### src/design/mpa_pkg.sv
`default_nettype none
// ----------------------------------------------------------------------------
// Moisture piecewise average: shared types and constants
// Field widths and the stage-to-stage bundles used by the averaging pipeline.
// ----------------------------------------------------------------------------
package mpa_pkg;

  localparam int SENSOR_W = 3;
  localparam int CODE_W   = 10;
  localparam int Q_W      = 16;
  localparam int SUM_W    = 18;

  // 100 percent in signed Q8.8
  localparam logic signed [Q_W-1:0] FULL_Q88 = 16'sd25600;

  typedef logic [SENSOR_W-1:0] sensor_t;
  typedef logic [CODE_W-1:0]   code_t;
  typedef logic signed [Q_W-1:0]   q88_t;
  typedef logic signed [SUM_W-1:0] sum_t;

  // calibrated sample on its way to the accumulator
  typedef struct packed {
    logic    valid;
    sensor_t sensor;
    q88_t    sample;
    logic    over;
  } sample_t;

  // completed group on its way to the averaging divider
  typedef struct packed {
    logic    valid;
    sensor_t sensor;
    sum_t    sum;
    logic    clamp;
  } group_t;

endpackage
`default_nettype wire

### src/design/mpa_in_if.sv
`default_nettype none
// ----------------------------------------------------------------------------
// Moisture piecewise average: sample channel
// Valid/ready channel carrying one converter reading and its sensor number.
// ----------------------------------------------------------------------------
interface mpa_in_if;
  import mpa_pkg::*;

  logic    valid;
  logic    ready;
  sensor_t sensor_id;
  code_t   adc_code;

  modport source (output valid, output sensor_id, output adc_code, input ready);
  modport sink   (input valid, input sensor_id, input adc_code, output ready);
endinterface
`default_nettype wire

### src/design/mpa_out_if.sv
`default_nettype none
// ----------------------------------------------------------------------------
// Moisture piecewise average: result channel
// Valid/ready channel carrying one per-sensor average and its clamp flag.
// ----------------------------------------------------------------------------
interface mpa_out_if;
  import mpa_pkg::*;

  logic    valid;
  logic    ready;
  sensor_t sensor_out;
  q88_t    moisture_avg;
  logic    clamped;

  modport source (output valid, output sensor_out, output moisture_avg, output clamped,
                  input ready);
  modport sink   (input valid, input sensor_out, input moisture_avg, input clamped,
                  output ready);
endinterface
`default_nettype wire

### src/design/moisture_adc_piecewise_average_unit.sv
`default_nettype none
// ----------------------------------------------------------------------------
// Soil moisture calibration and per-sensor averaging
// Converts converter codes to water-content percent and averages per sensor.
// ----------------------------------------------------------------------------
// Usage:
//   adc carries one request per sample: sensor_id and a 10-bit adc_code.
//   avg carries one result after every SAMPLES_PER_AVERAGE samples of a
//   sensor: sensor_out, moisture_avg (signed Q8.8, truncated toward zero)
//   and clamped (some sample of the group was above 3.0 V, taken as 100%).
//   Samples from a sensor number not below SENSOR_COUNT are dropped.
//   Throughput: one request per cycle while avg is not stalled.
//   Calibration, accumulation and averaging run as a five-register
//   pipeline (input, numerator, sample, group, output).
//   When avg is stalled the whole pipeline holds and adc.ready falls; it
//   rises again in the cycle the waiting result is taken.
//   Reset clears every sensor's count, sum and clamp flag and empties the
//   pipeline; no clearing pass is needed.
// ----------------------------------------------------------------------------
module moisture_adc_piecewise_average_unit #(
  parameter int SAMPLES_PER_AVERAGE = 5,
  parameter int SENSOR_COUNT        = 8
) (
  input wire logic  clk,
  input wire logic  rst,
  mpa_in_if.sink    adc,
  mpa_out_if.source avg
);
  import mpa_pkg::*;

  logic    en;
  sample_t smp;
  group_t  grp;

  // advance while the output register is empty or being taken
  assign en        = !avg.valid || avg.ready;
  assign adc.ready = en;

  mpa_calib u_calib (
    .clk       (clk),
    .rst       (rst),
    .en        (en),
    .in_valid  (adc.valid),
    .in_sensor (adc.sensor_id),
    .in_code   (adc.adc_code),
    .smp       (smp)
  );

  mpa_accum #(
    .SAMPLES_PER_AVERAGE (SAMPLES_PER_AVERAGE),
    .SENSOR_COUNT        (SENSOR_COUNT)
  ) u_accum (
    .clk (clk),
    .rst (rst),
    .en  (en),
    .smp (smp),
    .grp (grp)
  );

  mpa_avgdiv #(
    .SAMPLES_PER_AVERAGE (SAMPLES_PER_AVERAGE)
  ) u_avgdiv (
    .clk          (clk),
    .rst          (rst),
    .en           (en),
    .grp          (grp),
    .valid        (avg.valid),
    .sensor_out   (avg.sensor_out),
    .moisture_avg (avg.moisture_avg),
    .clamped      (avg.clamped)
  );

endmodule
`default_nettype wire

### src/design/mpa_calib.sv
`default_nettype none
// ----------------------------------------------------------------------------
// Moisture piecewise average: calibration pipeline
// Input register, segment selection with the linear numerator, then an exact
// rounded division by a reciprocal multiply into a signed Q8.8 sample.
// ----------------------------------------------------------------------------
module mpa_calib (
  input  wire logic             clk,
  input  wire logic             rst,
  input  wire logic             en,
  input  wire logic             in_valid,
  input  wire mpa_pkg::sensor_t in_sensor,
  input  wire mpa_pkg::code_t   in_code,
  output mpa_pkg::sample_t      smp
);
  import mpa_pkg::*;

  // segment tops in converter codes
  localparam code_t SEG1_TOP = 10'd225;
  localparam code_t SEG2_TOP = 10'd265;
  localparam code_t SEG3_TOP = 10'd372;
  localparam code_t SEG4_TOP = 10'd450;
  localparam code_t SEG5_TOP = 10'd613;

  // Q8.8 value = round((A * code - B) / 25575), A = slope*320, B = offset*65472
  localparam logic [20:0] A1 = 21'd320000;
  localparam logic [20:0] A2 = 21'd800000;
  localparam logic [20:0] A3 = 21'd1538560;
  localparam logic [20:0] A4 = 21'd842240;
  localparam logic [20:0] A5 = 21'd2000000;
  localparam logic [29:0] B1 = 30'd6547200;
  localparam logic [29:0] B2 = 30'd114576000;
  localparam logic [29:0] B3 = 30'd310992000;
  localparam logic [29:0] B4 = 30'd51657408;
  localparam logic [29:0] B5 = 30'd572880000;

  localparam logic [29:0] ROUND_BIAS = 30'd12787;
  // ceil(2^45 / 25575): exact floor division for dividends below 2^30
  localparam logic [30:0] RECIP      = 31'd1375733025;
  localparam int          RECIP_SH   = 45;

  // stage 1: input register
  logic    s1_valid;
  sensor_t s1_sensor;
  code_t   s1_code;

  // stage 2: rounded magnitude of the numerator
  logic        s2_valid;
  sensor_t     s2_sensor;
  logic        s2_over;
  logic        s2_neg;
  logic [29:0] s2_x;

  // stage 3: finished sample
  logic    s3_valid;
  sensor_t s3_sensor;
  q88_t    s3_sample;
  logic    s3_over;

  logic [20:0]        coef_a;
  logic [29:0]        coef_b;
  logic               over;
  logic [30:0]        lin;
  logic signed [31:0] diff;
  logic [31:0]        mag;
  logic [29:0]        x;
  logic [60:0]        prod;
  logic [14:0]        quot;
  q88_t               sample;

  always_comb begin
    over   = 1'b0;
    coef_a = A5;
    coef_b = B5;
    priority if (s1_code <= SEG1_TOP) begin
      coef_a = A1;
      coef_b = B1;
    end else if (s1_code <= SEG2_TOP) begin
      coef_a = A2;
      coef_b = B2;
    end else if (s1_code <= SEG3_TOP) begin
      coef_a = A3;
      coef_b = B3;
    end else if (s1_code <= SEG4_TOP) begin
      coef_a = A4;
      coef_b = B4;
    end else if (s1_code <= SEG5_TOP) begin
      coef_a = A5;
      coef_b = B5;
    end else begin
      over = 1'b1;
    end
  end

  assign lin  = 31'(coef_a) * 31'(s1_code);
  assign diff = $signed({1'b0, lin}) - $signed({2'b00, coef_b});
  assign mag  = diff[31] ? 32'(-diff) : 32'(diff);
  assign x    = mag[29:0] + ROUND_BIAS;

  assign prod = 61'(s2_x) * 61'(RECIP);
  assign quot = prod[RECIP_SH+14:RECIP_SH];

  always_comb begin
    if (s2_over) begin
      sample = FULL_Q88;
    end else if (s2_neg) begin
      sample = -$signed({1'b0, quot});
    end else begin
      sample = $signed({1'b0, quot});
    end
  end

  always_ff @(posedge clk) begin
    if (rst) begin
      s1_valid <= 1'b0;
      s2_valid <= 1'b0;
      s3_valid <= 1'b0;
    end else if (en) begin
      s1_valid <= in_valid;
      s2_valid <= s1_valid;
      s3_valid <= s2_valid;
    end
  end

  always_ff @(posedge clk) begin
    if (en) begin
      s1_sensor <= in_sensor;
      s1_code   <= in_code;
      s2_sensor <= s1_sensor;
      s2_over   <= over;
      s2_neg    <= diff[31];
      s2_x      <= x;
      s3_sensor <= s2_sensor;
      s3_sample <= sample;
      s3_over   <= s2_over;
    end
  end

  assign smp = '{valid: s3_valid, sensor: s3_sensor, sample: s3_sample, over: s3_over};

endmodule
`default_nettype wire

### src/design/mpa_accum.sv
`default_nettype none
// ----------------------------------------------------------------------------
// Moisture piecewise average: per-sensor accumulator
// Saturating sum, sample count and clamp flag per sensor; hands a finished
// group to the divider and clears that sensor's state.
// ----------------------------------------------------------------------------
module mpa_accum #(
  parameter int SAMPLES_PER_AVERAGE = 5,
  parameter int SENSOR_COUNT        = 8
) (
  input  wire logic             clk,
  input  wire logic             rst,
  input  wire logic             en,
  input  wire mpa_pkg::sample_t smp,
  output mpa_pkg::group_t       grp
);
  import mpa_pkg::*;

  localparam int IDX_W = (SENSOR_COUNT > 1) ? $clog2(SENSOR_COUNT) : 1;
  localparam int CNT_W = (SAMPLES_PER_AVERAGE > 1) ? $clog2(SAMPLES_PER_AVERAGE) : 1;
  localparam logic [CNT_W-1:0] LAST_CNT = CNT_W'(SAMPLES_PER_AVERAGE - 1);

  logic [CNT_W-1:0] count [SENSOR_COUNT];
  sum_t             sum   [SENSOR_COUNT];
  logic             clamp [SENSOR_COUNT];

  logic    grp_valid;
  sensor_t grp_sensor;
  sum_t    grp_sum;
  logic    grp_clamp;

  logic [IDX_W+SENSOR_W-1:0] id_ext;
  logic [IDX_W-1:0]          idx;
  logic                      known;
  logic                      last;
  logic signed [SUM_W:0]     total;
  sum_t                      sat;
  logic                      clamp_new;

  assign id_ext    = {IDX_W'(0), smp.sensor};
  assign idx       = id_ext[IDX_W-1:0];
  assign known     = {{(32-SENSOR_W){1'b0}}, smp.sensor} < 32'(SENSOR_COUNT);
  assign last      = (count[idx] == LAST_CNT);
  assign total     = (SUM_W+1)'(sum[idx]) + (SUM_W+1)'(smp.sample);
  assign clamp_new = clamp[idx] | smp.over;

  // saturate when the carry into the sign disagrees
  always_comb begin
    if (total[SUM_W] != total[SUM_W-1]) begin
      sat = total[SUM_W] ? {1'b1, {(SUM_W-1){1'b0}}} : {1'b0, {(SUM_W-1){1'b1}}};
    end else begin
      sat = total[SUM_W-1:0];
    end
  end

  always_ff @(posedge clk) begin
    if (rst) begin
      grp_valid <= 1'b0;
      for (int i = 0; i < SENSOR_COUNT; i++) begin
        count[i] <= '0;
        sum[i]   <= '0;
        clamp[i] <= 1'b0;
      end
    end else if (en) begin
      grp_valid <= smp.valid & known & last;
      if (smp.valid && known) begin
        if (last) begin
          count[idx] <= '0;
          sum[idx]   <= '0;
          clamp[idx] <= 1'b0;
        end else begin
          count[idx] <= count[idx] + 1'b1;
          sum[idx]   <= sat;
          clamp[idx] <= clamp_new;
        end
      end
    end
  end

  always_ff @(posedge clk) begin
    if (en) begin
      grp_sensor <= smp.sensor;
      grp_sum    <= sat;
      grp_clamp  <= clamp_new;
    end
  end

  assign grp = '{valid: grp_valid, sensor: grp_sensor, sum: grp_sum, clamp: grp_clamp};

endmodule
`default_nettype wire

### src/design/mpa_avgdiv.sv
`default_nettype none
// ----------------------------------------------------------------------------
// Moisture piecewise average: averaging divider and output register
// Divides a group sum by the group size, truncating toward zero, with a
// reciprocal multiply that is exact over the whole sum range.
// ----------------------------------------------------------------------------
module mpa_avgdiv #(
  parameter int SAMPLES_PER_AVERAGE = 5
) (
  input  wire logic            clk,
  input  wire logic            rst,
  input  wire logic            en,
  input  wire mpa_pkg::group_t grp,
  output logic                 valid,
  output mpa_pkg::sensor_t     sensor_out,
  output mpa_pkg::q88_t        moisture_avg,
  output logic                 clamped
);
  import mpa_pkg::*;

  localparam int SH     = SUM_W + 5;
  localparam int PROD_W = SUM_W + SH + 1;
  localparam logic [SH:0] RECIP_N =
    (SH+1)'(((64'd1 << SH) + 64'(SAMPLES_PER_AVERAGE) - 64'd1) / 64'(SAMPLES_PER_AVERAGE));

  logic [SUM_W-1:0]  mag;
  logic [PROD_W-1:0] prod;
  logic [SUM_W-1:0]  quot;
  logic [SUM_W-1:0]  avg;

  assign mag  = grp.sum[SUM_W-1] ? SUM_W'(-grp.sum) : SUM_W'(grp.sum);
  assign prod = PROD_W'(mag) * PROD_W'(RECIP_N);
  assign quot = prod[SH+SUM_W-1:SH];
  assign avg  = grp.sum[SUM_W-1] ? -quot : quot;

  always_ff @(posedge clk) begin
    if (rst) begin
      valid <= 1'b0;
    end else if (en) begin
      valid <= grp.valid;
    end
  end

  always_ff @(posedge clk) begin
    if (en) begin
      sensor_out   <= grp.sensor;
      moisture_avg <= $signed(avg[Q_W-1:0]);
      clamped      <= grp.clamp;
    end
  end

endmodule
`default_nettype wire
### src/flat_wrapper.sv
// flat-port wrapper written by rule: the top's interface ports become plain ports
module moisture_adc_piecewise_average_unit_flat import mpa_pkg::*;
#(
  parameter int SAMPLES_PER_AVERAGE = 5,
  parameter int SENSOR_COUNT        = 8
)
  (clk, rst, adc_valid, adc_sensor_id, adc_adc_code, adc_ready, avg_valid, avg_sensor_out, avg_moisture_avg, avg_clamped, avg_ready);
  mpa_in_if adc_i ();
  mpa_out_if avg_i ();
  input wire logic clk;
  input wire logic rst;
  input wire logic [$bits(adc_i.valid)-1:0] adc_valid;
  input wire logic [$bits(adc_i.sensor_id)-1:0] adc_sensor_id;
  input wire logic [$bits(adc_i.adc_code)-1:0] adc_adc_code;
  output wire logic [$bits(adc_i.ready)-1:0] adc_ready;
  output wire logic [$bits(avg_i.valid)-1:0] avg_valid;
  output wire logic [$bits(avg_i.sensor_out)-1:0] avg_sensor_out;
  output wire logic [$bits(avg_i.moisture_avg)-1:0] avg_moisture_avg;
  output wire logic [$bits(avg_i.clamped)-1:0] avg_clamped;
  input wire logic [$bits(avg_i.ready)-1:0] avg_ready;
  assign adc_i.valid = adc_valid;
  assign adc_i.sensor_id = adc_sensor_id;
  assign adc_i.adc_code = adc_adc_code;
  assign adc_ready = adc_i.ready;
  assign avg_valid = avg_i.valid;
  assign avg_sensor_out = avg_i.sensor_out;
  assign avg_moisture_avg = avg_i.moisture_avg;
  assign avg_clamped = avg_i.clamped;
  assign avg_i.ready = avg_ready;
  moisture_adc_piecewise_average_unit #(.SAMPLES_PER_AVERAGE(SAMPLES_PER_AVERAGE), .SENSOR_COUNT(SENSOR_COUNT)) u_core (.clk(clk), .rst(rst), .adc(adc_i), .avg(avg_i));
endmodule
### config.mk
export PLATFORM = sky130hd
export DESIGN_NAME = moisture_adc_piecewise_average_unit_flat
export DESIGN_NICKNAME = d
export VERILOG_FILES = /design/src/design/mpa_pkg.sv /design/src/design/mpa_in_if.sv /design/src/design/mpa_out_if.sv /design/src/design/moisture_adc_piecewise_average_unit.sv /design/src/design/mpa_calib.sv /design/src/design/mpa_accum.sv /design/src/design/mpa_avgdiv.sv /design/src/flat_wrapper.sv
export SDC_FILE = /design/constraint.sdc
export NUM_CORES = 1
export LEC_CHECK = 0
export BUFFER_PORTS_ARGS = -buffer_cell sky130_fd_sc_hd__buf_2
export CAP_MARGIN = 40
export CORE_MARGIN = 3
export CORE_UTILIZATION = 41
export CTS_CLUSTER_DIAMETER = 120
export DETAILED_ROUTE_END_ITERATION = 10
export HOLD_SLACK_MARGIN = 0.15
export PLACE_DENSITY = 0.63
export SLEW_MARGIN = 10
export SYNTH_ARGS = -nofsm -noshare
export SYNTH_HDL_FRONTEND = slang
export SYNTH_HIERARCHICAL = 1
export SYNTH_SLANG_ARGS = --single-unit
### constraint.sdc
create_clock -name clk -period 10.55 [get_ports clk]
set_input_delay 2.11 -clock clk [delete_from_list [all_inputs] [get_ports clk]]
set_output_delay 2.11 -clock clk [all_outputs]
set_load 0.01 [all_outputs]
==> metrics list <==
* Number of enable-type register cells in the synthesized netlist: 280
- By startpoint and endpoint, the worst setup path is classified as flip-flop to flip-flop.
- Area share of the largest cell type after synthesis: 25.6%
- Summing the sequential cell areas from Yosys gives 25.9% of the chip area.
* Most prevalent standard cell on the critical path: inv_1
- Global-route wire length before repair: 131000 um
- Status: finished, final reports clean
- In the final layout, the share of cells above drive strength 1 is 6.50%.
* Number of iterations in the first detailed-routing pass: 8
- Flip-flop and latch count after synthesis: 285
* Library cell contributing the largest single delay on the critical path: edfxtp_1
- The number of antenna diodes in the final layout is 0.
- Final setup vio count: 0
- Clock network latency to the later pin of the worst-skew pair: 550 ps
- From bottom edge to top edge, the die measures 289 um.
- The initialized floorplan defines 103 standard-cell rows.
- On the final layout, the worst clock skew is 22.8 ps.
* Summed instance area of the synthesized netlist: 32800 um^2
* Minimum clock period after layout: 9840 ps
- On the critical path the largest part of the delay comes from adder cells.
- Across all layers, the routed design uses 24.1k vias.
* Worst path arrival time: 10130 ps
- Via count of the first global-routing pass: 24.0k
- STA classifies the critical path startpoint as a flip-flop.
- Among all cell types in the netlist, the one instantiated most often is inv_1.
- Cells after synthesis: 3342
- Via density: 5.46
* Synthesis-to-finish area growth: 7.25%
* Maximum clock rate: 0.102 GHz
* Avg Inst Size Synth: 9.81 um^2
- Clock-pin slew was measured on the worst setup and hold paths at 60 ps.
- In the final timing run, aggregate negative setup slack is 0 ps.
- Global routing used 19.7% of the available tracks across all layers.
* Relative slew slack: 37.3%
- Root buffer selected by CTS: clkbuf_16
- # IOs: 39
* Number of buffers created by CTS: 34
- STA puts the critical path data required time at 10840 ps.
* Routed Antenna Nets: 0
- Largest fanout on the critical path: 30
* Routed WL per cell: 18.5 um
* Met2 WL post-DR: 39400 um
* Number of buffers inserted by port buffering: 38
* Type of element capturing the critical path: flip-flop
- Total overflow reported by the global router: 0
- Met3 Routed Length: 4090 um
* H-tree lvl count: 2
- For this design, the sink count on the clock tree is 285.
* Clk buf depth: 3
* Final routed wirelength across all metal layers: 81800 um
- Quantity of gates resized following cts: 0
- Max-capacitance violation count: 0
- For this run, asynchronously set or reset flops after synthesis account for 0%.
- Measured along the x axis, the die boundary spans 289 um.
* Count of yosys warnings during synthesis: 6
* Initial standard-cell utilization of the core: 41.4%
- Class of the most critical hold timing path: flip-flop to flip-flop
- Synth top area cells: edfxtp_1, ha_1, fa_1
* Antenna violations before repair: 0
- Unrepaired setup endpoints after global routing: false
- Top routing layer in use: met4
- Hold violation count in the final report: 0
* Routability congestion estimate: 0.941
- Of all cell types, the one taking the most synthesized area is edfxtp_1.
- At the pin with the least slew margin, the transition time is 939 ps.
* Largest incremental delay on the critical path: 670 ps
* Fin crit share: 93.3%
- Ranked by instance count, the synthesized netlist is headed by inv_1, ha_1, nor2_1.
- DR iter-0 viols: 1576
* Area of the die: 83400 um^2
* Total number of nets in the final design: 4124
- In the routed design, unresolved DRC markers number 0.
* Wl on met1: 36700 um
- Distinct cells, synth: 113
- Buffers plus inverters on the worst setup path: 10
* Most used flip-flop cell after synthesis: edfxtp_1
- The count of pins over their slew limit came to 0.
* TritonCTS clock tree: built
* Placeable core area: 79100 um^2
* HPWL Detailed: 64000 um
- Entering global routing, the biggest net connects 45 pins.
==> cell families (layout without fill, tap and decap cells) <==
family,after synthesis,in the layout,share of synthesized area [%]
xor+xnor,144,144,3.91
flops,285,285,25.9
fa+ha+maj,780,780,35.9
compound gates,600,600,12.8
mux,27,27,0.919
other cells,2,6,0.0229
simple gates,842,842,12.5
buf+inv,662,685,7.94
==> final timing paths <==
path | cells after the start | slack, ps | from | endpoint
worst max-delay path | 33 | 710 | u_core/u_calib/s1_code[7]$_DFFE_PP_ | u_core/u_calib/s2_x[26]$_DFFE_PP_
worst min-delay path | 0 | 420 | u_core/u_calib/s2_sensor[0]$_DFFE_PP_ | u_core/u_calib/s3_sensor[0]$_DFFE_PP_
worst max register to register | 33 | 710 | u_core/u_calib/s1_code[7]$_DFFE_PP_ | u_core/u_calib/s2_x[26]$_DFFE_PP_
worst min register to register | 0 | 420 | u_core/u_calib/s2_sensor[0]$_DFFE_PP_ | u_core/u_calib/s3_sensor[0]$_DFFE_PP_
==> layer usage <==
metal	GRT usage [%]	up-vias
li1	-	11600
met1	27.2	11800
met2	33.5	605
met3	2.37	90
met4	4.23	0
met5	0	-
==> what timing repair did <==
item / in CTS / in global routing
buffers inserted: 0 / 2
hold endpoints to repair: 0 / 0
hold buffers: 0 / 0
endpoints found under the setup margin: 0 / 1
==> per-stage QoR <==
stage | setup slack (ps) | instances | utilization (%) | hold slack [ps] | cell area (um^2)
detailed placement | 775 | 4356 | 43.0 | 405 | 34100
floorplan | 2140 | 3346 | - | 400 | 32800
global route | 33.9 | 4419 | 44.5 | 427 | 35200
global placement | 921 | 4354 | 43.0 | 401 | 34000
finish | 710 | 4419 | 44.5 | 419 | 35200
CTS | 750 | 4417 | 44.4 | 420 | 35200
==> registers in the layout (all words and copies together) (netlist names), 8 cells and up <==
signal / cells
u_core/u_accum/sum: 144
u_core/u_accum/count: 24
u_core/u_calib/s2_x: 24
u_core/u_accum/grp_sum: 18
u_core/u_avgdiv/moisture_avg: 16
u_core/u_calib/s3_sample: 16
u_core/u_calib/s1_code: 10
u_core/u_accum/clamp: 8
==> area by class of cell <==
type / instances / area, um^2
Fill cell: 7622 / 44000
Multi-Input combinational cell: 2399 / 21700
Sequential cell: 285 / 8510
Inverter: 557 / 2090
Tap cell: 1050 / 1310
Clock buffer: 44 / 888
Timing Repair Buffer: 67 / 428
Clock inverter: 17 / 208
==> placed cells by master (no fill, tap or decap), types with 18 or more instances in the layout <==
cell	instances
ha_1	493
a21oi_1	136
clkbuf_16	34
buf_2	38
buf_4	27
o21ai_0	92
and2_1	28
nor2_1	316
mux2i_1	20
xnor2_1	95
nand4_1	60
a22oi_1	81
nor3_1	30
o21a_1	21
xor2_1	46
and3_1	29
a31oi_1	21
nand2_1	186
a21o_1	74
fa_1	270
edfxtp_1	280
nand2b_1	18
nand3_1	40
inv_1	549
==> worst reg2reg max path: cells and delay by family (launching register included) <==
| kind | cells | cell delay (ps) |
|---|---|---|
| AO/OA/AOI/OAI | 7 | 1820 |
| XOR/XNOR | 2 | 300 |
| adder cells (fa/ha/maj) | 6 | 2980 |
| buffers and inverters | 10 | 1780 |
| flip-flops | 1 | 670 |
| AND/OR/NAND/NOR | 8 | 2050 |
Power is not shown: default switching activity piles up to over one toggle a cycle in this logic, so the estimate is an artifact.
